<file path="config.mk">
export PLATFORM = sky130hd
export DESIGN_NAME = random_hsv_color_to_rgb_top
export DESIGN_NICKNAME = d
export VERILOG_FILES = /design/src/hw/rtl/hsvc_pkg.sv /design/src/hw/rtl/random_hsv_color_to_rgb_top.sv /design/src/hw/rtl/hsvc_cfg.sv /design/src/hw/rtl/hsvc_front.sv /design/src/hw/rtl/hsvc_back.sv
export SDC_FILE = /design/constraint.sdc
export NUM_CORES = 2
export LEC_CHECK = 0
export ABC_CLOCK_PERIOD_IN_PS = 22600
export BUFFER_PORTS_ARGS = -buffer_cell sky130_fd_sc_hd__buf_2
export CORE_MARGIN = 2
export CORE_UTILIZATION = 51
export DETAILED_ROUTE_END_ITERATION = 10
export PLACE_DENSITY_LB_ADDON = 0.25
export SLEW_MARGIN = 20
export SYNTH_ARGS = -nofsm -noshare
export SYNTH_HDL_FRONTEND = slang
export SYNTH_SLANG_ARGS = --single-unit
export TNS_END_PERCENT = 30
</file>
<file path="constraint.sdc">
create_clock -name clk_i -period 22.6 [get_ports clk_i]
set_input_delay 3.39 -clock clk_i [delete_from_list [all_inputs] [get_ports clk_i]]
set_output_delay 3.39 -clock clk_i [all_outputs]
set_load 0.1 [all_outputs]
</file>
<file path="src/hw/rtl/hsvc_pkg.sv">
// Shared types and constants for the random HSV to RGB colour generator.
package hsvc_pkg;

  localparam int unsigned REG_IDX_W = 3;

  localparam logic [REG_IDX_W-1:0] REG_HUE_LOW    = 3'd0;
  localparam logic [REG_IDX_W-1:0] REG_HUE_HIGH   = 3'd1;
  localparam logic [REG_IDX_W-1:0] REG_SAT_LOW    = 3'd2;
  localparam logic [REG_IDX_W-1:0] REG_SAT_HIGH   = 3'd3;
  localparam logic [REG_IDX_W-1:0] REG_VALUE_LOW  = 3'd4;
  localparam logic [REG_IDX_W-1:0] REG_VALUE_HIGH = 3'd5;
  localparam logic [REG_IDX_W-1:0] REG_VARY_VALUE = 3'd6;

  localparam int unsigned DEG_W   = 9;
  localparam int unsigned CHAN_W  = 16;
  localparam int unsigned SPAN_W  = 6;

  localparam logic [DEG_W-1:0]  DEG_60  = 9'd60;
  localparam logic [DEG_W-1:0]  DEG_120 = 9'd120;
  localparam logic [DEG_W-1:0]  DEG_180 = 9'd180;
  localparam logic [DEG_W-1:0]  DEG_240 = 9'd240;
  localparam logic [DEG_W-1:0]  DEG_300 = 9'd300;
  localparam logic [DEG_W-1:0]  DEG_360 = 9'd360;
  localparam logic [SPAN_W-1:0] SPAN_60 = 6'd60;

  localparam logic [CHAN_W-1:0] CHAN_SCALE = 16'd65280;

  typedef enum logic [2:0] {
    SEC_RED_YELLOW,
    SEC_YELLOW_GREEN,
    SEC_GREEN_CYAN,
    SEC_CYAN_BLUE,
    SEC_BLUE_MAGENTA,
    SEC_MAGENTA_RED
  } hsvc_sector_e;

endpackage

</file>
<file path="src/hw/rtl/random_hsv_color_to_rgb_top.sv">
// Random HSV colour generator top level: three random fractions in, one RGB colour out.
//
// Input channel: in_valid_i with draw_hue_i, draw_sat_i and draw_value_i; a request
// is taken at a rising edge where in_valid_i is high and in_stall_o is low.
// Output channel: out_valid_o with red_o, green_o and blue_o in unsigned 8.8;
// a request leaves at an edge where out_valid_o is high and out_stall_i is low.
// Configuration: cfg_valid_i, cfg_index_i, cfg_data_i; cfg_ready_o is always high,
// so every write is accepted. Write only while no request is in flight.
// Six register stages: three for range mapping, hue degrees, chroma and the X product,
// three for the divide by sixty, channel assembly and 8.8 scaling. One request is
// taken every cycle while in_stall_o is low.
// A stalled receiver holds the output register; bubbles further back still close
// up, so in_stall_o rises only once every stage holds a request.
// Reset empties the pipeline and loads the default colour ranges.
module random_hsv_color_to_rgb_top
  import hsvc_pkg::*;
#(
  parameter int unsigned FRAC_BITS = 16
) (
  input  logic                 clk_i,
  input  logic                 rst_ni,
  input  logic                 in_valid_i,
  output logic                 in_stall_o,
  input  logic [FRAC_BITS-1:0] draw_hue_i,
  input  logic [FRAC_BITS-1:0] draw_sat_i,
  input  logic [FRAC_BITS-1:0] draw_value_i,
  output logic                 out_valid_o,
  input  logic                 out_stall_i,
  output logic [CHAN_W-1:0]    red_o,
  output logic [CHAN_W-1:0]    green_o,
  output logic [CHAN_W-1:0]    blue_o,
  input  logic                 cfg_valid_i,
  output logic                 cfg_ready_o,
  input  logic [REG_IDX_W-1:0] cfg_index_i,
  input  logic [FRAC_BITS:0]   cfg_data_i
);

  logic [FRAC_BITS:0]   hue_lo, hue_span, sat_lo, sat_span, val_lo, val_span, val_top;
  logic                 vary;
  logic                 front_ready, front_valid, back_ready;
  logic [FRAC_BITS+6:0] prod;
  logic [FRAC_BITS:0]   chroma, base;
  hsvc_sector_e         sector;

  hsvc_cfg #(
    .FRAC_BITS(FRAC_BITS)
  ) u_cfg (
    .clk_i      (clk_i),
    .rst_ni     (rst_ni),
    .cfg_valid_i(cfg_valid_i),
    .cfg_ready_o(cfg_ready_o),
    .cfg_index_i(cfg_index_i),
    .cfg_data_i (cfg_data_i),
    .hue_lo_o   (hue_lo),
    .hue_span_o (hue_span),
    .sat_lo_o   (sat_lo),
    .sat_span_o (sat_span),
    .val_lo_o   (val_lo),
    .val_span_o (val_span),
    .val_top_o  (val_top),
    .vary_o     (vary)
  );

  hsvc_front #(
    .FRAC_BITS(FRAC_BITS)
  ) u_front (
    .clk_i       (clk_i),
    .rst_ni      (rst_ni),
    .valid_i     (in_valid_i),
    .ready_o     (front_ready),
    .draw_hue_i  (draw_hue_i),
    .draw_sat_i  (draw_sat_i),
    .draw_value_i(draw_value_i),
    .hue_lo_i    (hue_lo),
    .hue_span_i  (hue_span),
    .sat_lo_i    (sat_lo),
    .sat_span_i  (sat_span),
    .val_lo_i    (val_lo),
    .val_span_i  (val_span),
    .val_top_i   (val_top),
    .vary_i      (vary),
    .valid_o     (front_valid),
    .ready_i     (back_ready),
    .prod_o      (prod),
    .chroma_o    (chroma),
    .base_o      (base),
    .sector_o    (sector)
  );

  hsvc_back #(
    .FRAC_BITS(FRAC_BITS)
  ) u_back (
    .clk_i   (clk_i),
    .rst_ni  (rst_ni),
    .valid_i (front_valid),
    .ready_o (back_ready),
    .prod_i  (prod),
    .chroma_i(chroma),
    .base_i  (base),
    .sector_i(sector),
    .valid_o (out_valid_o),
    .ready_i (!out_stall_i),
    .red_o   (red_o),
    .green_o (green_o),
    .blue_o  (blue_o)
  );

  assign in_stall_o = !front_ready;

endmodule

</file>
<file path="src/hw/rtl/hsvc_cfg.sv">
// Configuration registers with clamped, ordered range bounds for the mapping stage.
module hsvc_cfg
  import hsvc_pkg::*;
#(
  parameter int unsigned FRAC_BITS = 16
) (
  input  logic                 clk_i,
  input  logic                 rst_ni,
  input  logic                 cfg_valid_i,
  output logic                 cfg_ready_o,
  input  logic [REG_IDX_W-1:0] cfg_index_i,
  input  logic [FRAC_BITS:0]   cfg_data_i,
  output logic [FRAC_BITS:0]   hue_lo_o,
  output logic [FRAC_BITS:0]   hue_span_o,
  output logic [FRAC_BITS:0]   sat_lo_o,
  output logic [FRAC_BITS:0]   sat_span_o,
  output logic [FRAC_BITS:0]   val_lo_o,
  output logic [FRAC_BITS:0]   val_span_o,
  output logic [FRAC_BITS:0]   val_top_o,
  output logic                 vary_o
);

  localparam int unsigned F     = FRAC_BITS;
  localparam int unsigned ONE_I = 1 << F;
  localparam logic [F:0] ONE    = {1'b1, {F{1'b0}}};

  localparam logic [F:0] T1 = (F+1)'((ONE_I * 1 + 5) / 10);
  localparam logic [F:0] T5 = (F+1)'((ONE_I * 5 + 5) / 10);
  localparam logic [F:0] T6 = (F+1)'((ONE_I * 6 + 5) / 10);
  localparam logic [F:0] T8 = (F+1)'((ONE_I * 8 + 5) / 10);
  localparam logic [F:0] T9 = (F+1)'((ONE_I * 9 + 5) / 10);

  logic [F:0] hue_low_q, hue_low_d, hue_high_q, hue_high_d;
  logic [F:0] sat_low_q, sat_low_d, sat_high_q, sat_high_d;
  logic [F:0] val_low_q, val_low_d, val_high_q, val_high_d;
  logic       vary_q, vary_d;

  logic [F:0] hue_lo_q, hue_lo_d, hue_span_q, hue_span_d;
  logic [F:0] sat_lo_q, sat_lo_d, sat_span_q, sat_span_d;
  logic [F:0] val_lo_q, val_lo_d, val_span_q, val_span_d;
  logic [F:0] val_top_q, val_top_d;

  function automatic logic [F:0] sat_one(input logic [F:0] v);
    sat_one = (v > ONE) ? ONE : v;
  endfunction

  function automatic logic [F:0] lower_of(input logic [F:0] a, input logic [F:0] b);
    logic [F:0] sa;
    logic [F:0] sb;
    sa = sat_one(a);
    sb = sat_one(b);
    lower_of = (sa > sb) ? sb : sa;
  endfunction

  function automatic logic [F:0] upper_of(input logic [F:0] a, input logic [F:0] b);
    logic [F:0] sa;
    logic [F:0] sb;
    sa = sat_one(a);
    sb = sat_one(b);
    upper_of = (sa > sb) ? sa : sb;
  endfunction

  assign cfg_ready_o = 1'b1;

  always_comb begin
    hue_low_d  = hue_low_q;
    hue_high_d = hue_high_q;
    sat_low_d  = sat_low_q;
    sat_high_d = sat_high_q;
    val_low_d  = val_low_q;
    val_high_d = val_high_q;
    vary_d     = vary_q;
    if (cfg_valid_i && cfg_ready_o) begin
      case (cfg_index_i)
        REG_HUE_LOW:    hue_low_d  = cfg_data_i;
        REG_HUE_HIGH:   hue_high_d = cfg_data_i;
        REG_SAT_LOW:    sat_low_d  = cfg_data_i;
        REG_SAT_HIGH:   sat_high_d = cfg_data_i;
        REG_VALUE_LOW:  val_low_d  = cfg_data_i;
        REG_VALUE_HIGH: val_high_d = cfg_data_i;
        REG_VARY_VALUE: vary_d     = cfg_data_i[0];
        default: ;
      endcase
    end
  end

  always_comb begin
    hue_lo_d   = lower_of(hue_low_d, hue_high_d);
    hue_span_d = upper_of(hue_low_d, hue_high_d) - hue_lo_d;
    sat_lo_d   = lower_of(sat_low_d, sat_high_d);
    sat_span_d = upper_of(sat_low_d, sat_high_d) - sat_lo_d;
    val_lo_d   = lower_of(val_low_d, val_high_d);
    val_top_d  = upper_of(val_low_d, val_high_d);
    val_span_d = val_top_d - val_lo_d;
  end

  always_ff @(posedge clk_i or negedge rst_ni) begin
    if (!rst_ni) begin
      hue_low_q  <= T1;
      hue_high_q <= T9;
      sat_low_q  <= T5;
      sat_high_q <= ONE;
      val_low_q  <= T6;
      val_high_q <= T8;
      vary_q     <= 1'b0;
      hue_lo_q   <= T1;
      hue_span_q <= T9 - T1;
      sat_lo_q   <= T5;
      sat_span_q <= ONE - T5;
      val_lo_q   <= T6;
      val_span_q <= T8 - T6;
      val_top_q  <= T8;
    end else begin
      hue_low_q  <= hue_low_d;
      hue_high_q <= hue_high_d;
      sat_low_q  <= sat_low_d;
      sat_high_q <= sat_high_d;
      val_low_q  <= val_low_d;
      val_high_q <= val_high_d;
      vary_q     <= vary_d;
      hue_lo_q   <= hue_lo_d;
      hue_span_q <= hue_span_d;
      sat_lo_q   <= sat_lo_d;
      sat_span_q <= sat_span_d;
      val_lo_q   <= val_lo_d;
      val_span_q <= val_span_d;
      val_top_q  <= val_top_d;
    end
  end

  assign hue_lo_o   = hue_lo_q;
  assign hue_span_o = hue_span_q;
  assign sat_lo_o   = sat_lo_q;
  assign sat_span_o = sat_span_q;
  assign val_lo_o   = val_lo_q;
  assign val_span_o = val_span_q;
  assign val_top_o  = val_top_q;
  assign vary_o     = vary_q;

endmodule

</file>
<file path="src/hw/rtl/hsvc_front.sv">
// Front pipeline: range mapping, hue degrees and chroma, sector and X product.
module hsvc_front
  import hsvc_pkg::*;
#(
  parameter int unsigned FRAC_BITS = 16
) (
  input  logic                   clk_i,
  input  logic                   rst_ni,
  input  logic                   valid_i,
  output logic                   ready_o,
  input  logic [FRAC_BITS-1:0]   draw_hue_i,
  input  logic [FRAC_BITS-1:0]   draw_sat_i,
  input  logic [FRAC_BITS-1:0]   draw_value_i,
  input  logic [FRAC_BITS:0]     hue_lo_i,
  input  logic [FRAC_BITS:0]     hue_span_i,
  input  logic [FRAC_BITS:0]     sat_lo_i,
  input  logic [FRAC_BITS:0]     sat_span_i,
  input  logic [FRAC_BITS:0]     val_lo_i,
  input  logic [FRAC_BITS:0]     val_span_i,
  input  logic [FRAC_BITS:0]     val_top_i,
  input  logic                   vary_i,
  output logic                   valid_o,
  input  logic                   ready_i,
  output logic [FRAC_BITS+6:0]   prod_o,
  output logic [FRAC_BITS:0]     chroma_o,
  output logic [FRAC_BITS:0]     base_o,
  output hsvc_sector_e           sector_o
);

  localparam int unsigned F = FRAC_BITS;
  localparam int unsigned W = F + 7;

  logic [2:0] v_q;
  logic [2:0] adv;

  logic [2*F:0] hue_prod, sat_prod, val_prod;
  logic [F:0]   hue_s1_q, hue_s1_d, sat_s1_q, sat_s1_d, val_s1_q, val_s1_d;

  logic [F+9:0]   deg_prod;
  logic [2*F+1:0] chroma_prod;
  logic [DEG_W-1:0] deg_s2_q, deg_s2_d;
  logic [F:0]   chroma_s2_q, chroma_s2_d, base_s2_q, base_s2_d;

  logic [DEG_W-1:0]  deg_rem;
  logic [DEG_W-1:0]  deg_off;
  logic [SPAN_W-1:0] weight;
  logic [W-1:0]      prod_s3_q, prod_s3_d;
  logic [F:0]        chroma_s3_q, base_s3_q;
  hsvc_sector_e      sector_s3_q, sector_s3_d;

  always_comb begin
    adv[2] = !v_q[2] || ready_i;
    adv[1] = !v_q[1] || adv[2];
    adv[0] = !v_q[0] || adv[1];
  end

  always_ff @(posedge clk_i or negedge rst_ni) begin
    if (!rst_ni) begin
      v_q <= '0;
    end else begin
      if (adv[0]) v_q[0] <= valid_i;
      if (adv[1]) v_q[1] <= v_q[0];
      if (adv[2]) v_q[2] <= v_q[1];
    end
  end

  always_comb begin
    hue_prod = {{(F+1){1'b0}}, draw_hue_i} * {{F{1'b0}}, hue_span_i};
    sat_prod = {{(F+1){1'b0}}, draw_sat_i} * {{F{1'b0}}, sat_span_i};
    val_prod = {{(F+1){1'b0}}, draw_value_i} * {{F{1'b0}}, val_span_i};
    hue_s1_d = hue_lo_i + hue_prod[2*F:F];
    sat_s1_d = sat_lo_i + sat_prod[2*F:F];
    val_s1_d = vary_i ? (val_lo_i + val_prod[2*F:F]) : val_top_i;
  end

  always_comb begin
    deg_prod    = {9'd0, hue_s1_q} * (F+10)'(DEG_360);
    chroma_prod = {{(F+1){1'b0}}, sat_s1_q} * {{(F+1){1'b0}}, val_s1_q};
    deg_s2_d    = deg_prod[F+DEG_W-1:F];
    chroma_s2_d = chroma_prod[2*F:F];
    base_s2_d   = val_s1_q - chroma_s2_d;
  end

  always_comb begin
    if (deg_s2_q < DEG_120) begin
      deg_rem = deg_s2_q;
    end else if (deg_s2_q < DEG_240) begin
      deg_rem = deg_s2_q - DEG_120;
    end else if (deg_s2_q < DEG_360) begin
      deg_rem = deg_s2_q - DEG_240;
    end else begin
      deg_rem = deg_s2_q - DEG_360;
    end
    deg_off   = (deg_rem >= DEG_60) ? (deg_rem - DEG_60) : (DEG_60 - deg_rem);
    weight    = SPAN_60 - deg_off[SPAN_W-1:0];
    prod_s3_d = {6'd0, chroma_s2_q} * {{(W-SPAN_W){1'b0}}, weight};
    if (deg_s2_q < DEG_60) begin
      sector_s3_d = SEC_RED_YELLOW;
    end else if (deg_s2_q < DEG_120) begin
      sector_s3_d = SEC_YELLOW_GREEN;
    end else if (deg_s2_q < DEG_180) begin
      sector_s3_d = SEC_GREEN_CYAN;
    end else if (deg_s2_q < DEG_240) begin
      sector_s3_d = SEC_CYAN_BLUE;
    end else if (deg_s2_q < DEG_300) begin
      sector_s3_d = SEC_BLUE_MAGENTA;
    end else begin
      sector_s3_d = SEC_MAGENTA_RED;
    end
  end

  always_ff @(posedge clk_i) begin
    if (adv[0]) begin
      hue_s1_q <= hue_s1_d;
      sat_s1_q <= sat_s1_d;
      val_s1_q <= val_s1_d;
    end
    if (adv[1]) begin
      deg_s2_q    <= deg_s2_d;
      chroma_s2_q <= chroma_s2_d;
      base_s2_q   <= base_s2_d;
    end
    if (adv[2]) begin
      prod_s3_q   <= prod_s3_d;
      chroma_s3_q <= chroma_s2_q;
      base_s3_q   <= base_s2_q;
      sector_s3_q <= sector_s3_d;
    end
  end

  assign ready_o  = adv[0];
  assign valid_o  = v_q[2];
  assign prod_o   = prod_s3_q;
  assign chroma_o = chroma_s3_q;
  assign base_o   = base_s3_q;
  assign sector_o = sector_s3_q;

endmodule

</file>
<file path="src/hw/rtl/hsvc_back.sv">
// Back pipeline: divide by sixty, sector channel assembly and 8.8 scaling.
module hsvc_back
  import hsvc_pkg::*;
#(
  parameter int unsigned FRAC_BITS = 16
) (
  input  logic                 clk_i,
  input  logic                 rst_ni,
  input  logic                 valid_i,
  output logic                 ready_o,
  input  logic [FRAC_BITS+6:0] prod_i,
  input  logic [FRAC_BITS:0]   chroma_i,
  input  logic [FRAC_BITS:0]   base_i,
  input  hsvc_sector_e         sector_i,
  output logic                 valid_o,
  input  logic                 ready_i,
  output logic [CHAN_W-1:0]    red_o,
  output logic [CHAN_W-1:0]    green_o,
  output logic [CHAN_W-1:0]    blue_o
);

  localparam int unsigned F  = FRAC_BITS;
  localparam int unsigned W  = F + 7;
  localparam int unsigned RW = W - 4;
  localparam int unsigned QW = F + 9;
  localparam int unsigned PW = F + 1 + CHAN_W;
  localparam longint unsigned RECIP_L = ((64'd1 << W) / 60) + 1;
  localparam logic [RW-1:0] RECIP = RW'(RECIP_L);

  logic [2:0] v_q;
  logic [2:0] adv;

  logic [W+RW-1:0] est_s4_q, est_s4_d;
  logic [W-1:0]    prod_s4_q;
  logic [F:0]      chroma_s4_q, base_s4_q;
  hsvc_sector_e    sector_s4_q;

  logic [RW-1:0] quot_est;
  logic [QW-1:0] quot_back;
  logic [RW-1:0] quot_fix;
  logic [F:0]    x_term;
  logic [F:0]    red_s5_q, red_s5_d, green_s5_q, green_s5_d, blue_s5_q, blue_s5_d;

  logic [PW-1:0] red_s6_q, red_s6_d, green_s6_q, green_s6_d, blue_s6_q, blue_s6_d;

  always_comb begin
    adv[2] = !v_q[2] || ready_i;
    adv[1] = !v_q[1] || adv[2];
    adv[0] = !v_q[0] || adv[1];
  end

  always_ff @(posedge clk_i or negedge rst_ni) begin
    if (!rst_ni) begin
      v_q <= '0;
    end else begin
      if (adv[0]) v_q[0] <= valid_i;
      if (adv[1]) v_q[1] <= v_q[0];
      if (adv[2]) v_q[2] <= v_q[1];
    end
  end

  assign est_s4_d = {{RW{1'b0}}, prod_i} * {{W{1'b0}}, RECIP};

  always_comb begin
    quot_est  = est_s4_q[W+RW-1:W];
    quot_back = {6'd0, quot_est} * QW'(SPAN_60);
    quot_fix  = (quot_back > {2'd0, prod_s4_q}) ? (quot_est - RW'(1)) : quot_est;
    x_term    = quot_fix[F:0];
    red_s5_d   = base_s4_q;
    green_s5_d = base_s4_q;
    blue_s5_d  = base_s4_q;
    case (sector_s4_q)
      SEC_RED_YELLOW: begin
        red_s5_d   = base_s4_q + chroma_s4_q;
        green_s5_d = base_s4_q + x_term;
      end
      SEC_YELLOW_GREEN: begin
        red_s5_d   = base_s4_q + x_term;
        green_s5_d = base_s4_q + chroma_s4_q;
      end
      SEC_GREEN_CYAN: begin
        green_s5_d = base_s4_q + chroma_s4_q;
        blue_s5_d  = base_s4_q + x_term;
      end
      SEC_CYAN_BLUE: begin
        green_s5_d = base_s4_q + x_term;
        blue_s5_d  = base_s4_q + chroma_s4_q;
      end
      SEC_BLUE_MAGENTA: begin
        red_s5_d   = base_s4_q + x_term;
        blue_s5_d  = base_s4_q + chroma_s4_q;
      end
      SEC_MAGENTA_RED: begin
        red_s5_d   = base_s4_q + chroma_s4_q;
        blue_s5_d  = base_s4_q + x_term;
      end
      default: ;
    endcase
  end

  always_comb begin
    red_s6_d   = {{CHAN_W{1'b0}}, red_s5_q} * PW'(CHAN_SCALE);
    green_s6_d = {{CHAN_W{1'b0}}, green_s5_q} * PW'(CHAN_SCALE);
    blue_s6_d  = {{CHAN_W{1'b0}}, blue_s5_q} * PW'(CHAN_SCALE);
  end

  always_ff @(posedge clk_i) begin
    if (adv[0]) begin
      est_s4_q    <= est_s4_d;
      prod_s4_q   <= prod_i;
      chroma_s4_q <= chroma_i;
      base_s4_q   <= base_i;
      sector_s4_q <= sector_i;
    end
    if (adv[1]) begin
      red_s5_q   <= red_s5_d;
      green_s5_q <= green_s5_d;
      blue_s5_q  <= blue_s5_d;
    end
    if (adv[2]) begin
      red_s6_q   <= red_s6_d;
      green_s6_q <= green_s6_d;
      blue_s6_q  <= blue_s6_d;
    end
  end

  assign ready_o = adv[0];
  assign valid_o = v_q[2];
  assign red_o   = red_s6_q[F+CHAN_W-1:F];
  assign green_o = green_s6_q[F+CHAN_W-1:F];
  assign blue_o  = blue_s6_q[F+CHAN_W-1:F];

endmodule

</file>
==> results.json <==
{
  "outcome": "finished, final reports clean",
  "crit_path_start_kind": "primary input",
  "track_usage_pct": 24.0,
  "nFillCells": 14200,
  "die_h_um": 405,
  "place_congestion": 0.891,
  "crit_fanout": 16,
  "initial_core_util_pct": 51.3,
  "hp-start": "u_front.chroma_o[14]",
  "cp_num_buf_inv": 7,
  "seq_area_frac_synth_pct": 19.2,
  "overflow": 0,
  "final_cell_mix": "inv_1, fa_1, nand2_1",
  "min_path_cells": 0,
  "fin_skew_ns": 0.0381,
  "clk_pin_slew_worst_paths_ns": 0.07,
  "numCtsBuffers": 66,
  "yosysUniqueCellTypes": 102,
  "path_class": "in2reg",
  "area_delta_synth_final_pct": 5.92,
  "drc": 0,
  "r2r_slack_ns": 12.40,
  "tightest_slew_ns": 1.09,
  "final_common_cell": "inv_1",
  "syn_nets": 10900,
  "grt_pass1_vias": 61900,
  "drt_iter0_markers": 3365,
  "core-area_um2": 160000,
  "routedWlPerCell_um": 17.7,
  "ctsHoldBuffers": 0,
  "synth_ff_type": "edfxtp_1",
  "clock_latency_ns": 0.69,
  "drt_wl_total_mm": 190,
  "rr_endpoint": "u_back.green_s5_q[15]",
  "dieWidth_um": 405,
  "cp.arrival_ns": 11.93,
  "root_buffer": "clkbuf_16",
  "cts_tree": "done",
  "crit_required_ns": 23.02,
  "final_max_slew_viol_count": 0,
  "avgSynthCellArea_um2": 9.59,
  "io_buffer_count": 122,
  "htreeDepth": 3,
  "synth_edf_count": 331,
  "max_freq_mhz": 86.8,
  "antenna_found_initial": 6,
  "dr.pass1.iters": 8,
  "cp_slowest_cell": "a2111oi_1",
  "fin_nets": 10800,
  "postSynthCellCount": 8569,
  "synth-seq-cells": 559,
  "cts_buffer_depth": 3,
  "hpwlAfterDp_mm": 150,
  "drv_cap": 0,
  "path_delay_family": "compound AO/OA/AOI/OAI gates",
  "cpPeakStageDelay_ns": 0.85,
  "ys_warn_count": 0,
  "die-area_um2": 164000,
  "layout_worst_path_cycle_share_pct": 51.0,
  "post_cts_buffers": 0,
  "synthArstFlopShare_pct": 40.8,
  "fp-row-count": 147,
  "netlist_area_um2": 82200,
  "r2r-start": "u_back.est_s4_q[23]",
  "setup_viol_count_final": 0,
  "io_pins": 124,
  "final.min_clock_period_ns": 11.52,
  "crit_top_cell": "inv_1",
  "rsz0062_at_grt": "no",
  "ff2ff_path_depth": 37,
  "max_slew_margin_pct": 27.2,
  "cts_resized": 0,
  "setup_tns_ns": 0,
  "report.final.hold_viol_count": 0,
  "via_per_inst": 5.37,
  "postRouteAntennaNets": 0,
  "grt_max_degree": 112,
  "min_path_type": "reg2reg",
  "drive_above_1_share_pct": 5.16,
  "cts_num_sinks": 559,
  "vias": 57800,
  "worstHoldEndpoint": "u_back.chroma_s4_q[14]",
  "grt_pass1_wl_mm": 318,
  "endpoint_kind": "flip-flop"
}
[metal layers]
layer,share of wire (%),global-route usage [%],up-vias
met5,0.024,0,-
met4,2.3,5.68,6
met3,5.0,2.73,312
met2,49,41.3,1524
met1,44,32.5,29000
li1,-,-,26900
[worst max-delay path by stage]
stage,from,cells after the start,to
finish,draw_hue_i[1],32,u_front.hue_s1_q[15]
global route,draw_hue_i[1],32,u_front.hue_s1_q[16]
detailed placement,draw_hue_i[1],33,u_front.hue_s1_q[16]
global placement,draw_hue_i[1],34,u_front.hue_s1_q[16]
floorplan,draw_hue_i[5],34,u_front.hue_s1_q[16]
CTS,draw_hue_i[1],34,u_front.hue_s1_q[16]
[area by class of cell]
cell class                 instances  area, um2  area share [%]
sequential                       559      15700            18.1
antenna                            5       12.5          0.0144
clock inverter                    36        370           0.426
tap                             2160       2700            3.11
clock buffer                      84       1810            2.08
multi-input combinational       5902      58500            67.3
timing repair buffer             162        921            1.06
inverter                        1846       6930            7.96
[metrics by stage]
stage                     worst slack, ns  util (%)  std cells  area (um2)  hold WS, ns
after floorplan                     11.50         -       8569       82200        0.400
after global placement              10.26      52.9      10600       84800        0.400
after detailed placement            10.45      52.9      10600       84800        0.405
after CTS                           11.14      54.3      10700       87000        0.398
after global routing                10.50      54.3      10800       87000        0.416
final                               11.08      54.3      10800       87000        0.407
[logic make-up after synthesis]
group                      after synthesis  synth area share (%)
and+or+nand+nor                       2278                  13.1
buffers and inverters                 2108                  9.66
AOI/OAI and AO/OA                      919                  7.30
xor gates and xnor gates               329                  3.52
muxes                                  142                  1.79
other                                    1               0.00456
DFF                                    559                  19.2
adders and majority gates             2233                  45.4
[synth_stat cells (9+ instances only)]
cell type | count | area, um2
inv_1 | 1843 | 6920
fa_1 | 1250 | 25000
nand2_1 | 1076 | 4040
ha_1 | 983 | 12300
and2_1 | 438 | 2740
edfxtp_1 | 331 | 9940
nor2_1 | 288 | 1080
a21oi_1 | 241 | 1210
clkbuf_1 | 237 | 890
xnor2_1 | 235 | 2060
o21ai_0 | 199 | 996
dfrtp_1 | 151 | 3780
mux2i_1 | 103 | 1030
xor2_1 | 93 | 815
nand3_1 | 84 | 420
a21o_1 | 81 | 608
dfstp_2 | 77 | 2020
nor3_1 | 75 | 375
nor2b_1 | 62 | 388
o21a_1 | 56 | 420
and3_1 | 45 | 282
nand2b_1 | 42 | 263
mux2_2 | 39 | 439
o21bai_1 | 34 | 255
nor4_1 | 33 | 206
o221ai_1 | 33 | 289
a211oi_1 | 32 | 240
o22ai_1 | 30 | 188
a31oi_1 | 29 | 181
nand4_1 | 29 | 181
or2_2 | 24 | 150
or3_1 | 21 | 131
a21boi_0 | 20 | 150
a22oi_1 | 18 | 135
buf_2 | 12 | 60.1
o211ai_1 | 12 | 90.1
a211o_1 | 11 | 96.3
buf_1 | 11 | 41.3
o2111ai_1 | 9 | 78.8
o31ai_1 | 9 | 67.6
Power is left out: the tool's default activity adds up to more than one toggle a clock period on the data nets, which glitch-free logic cannot reach.
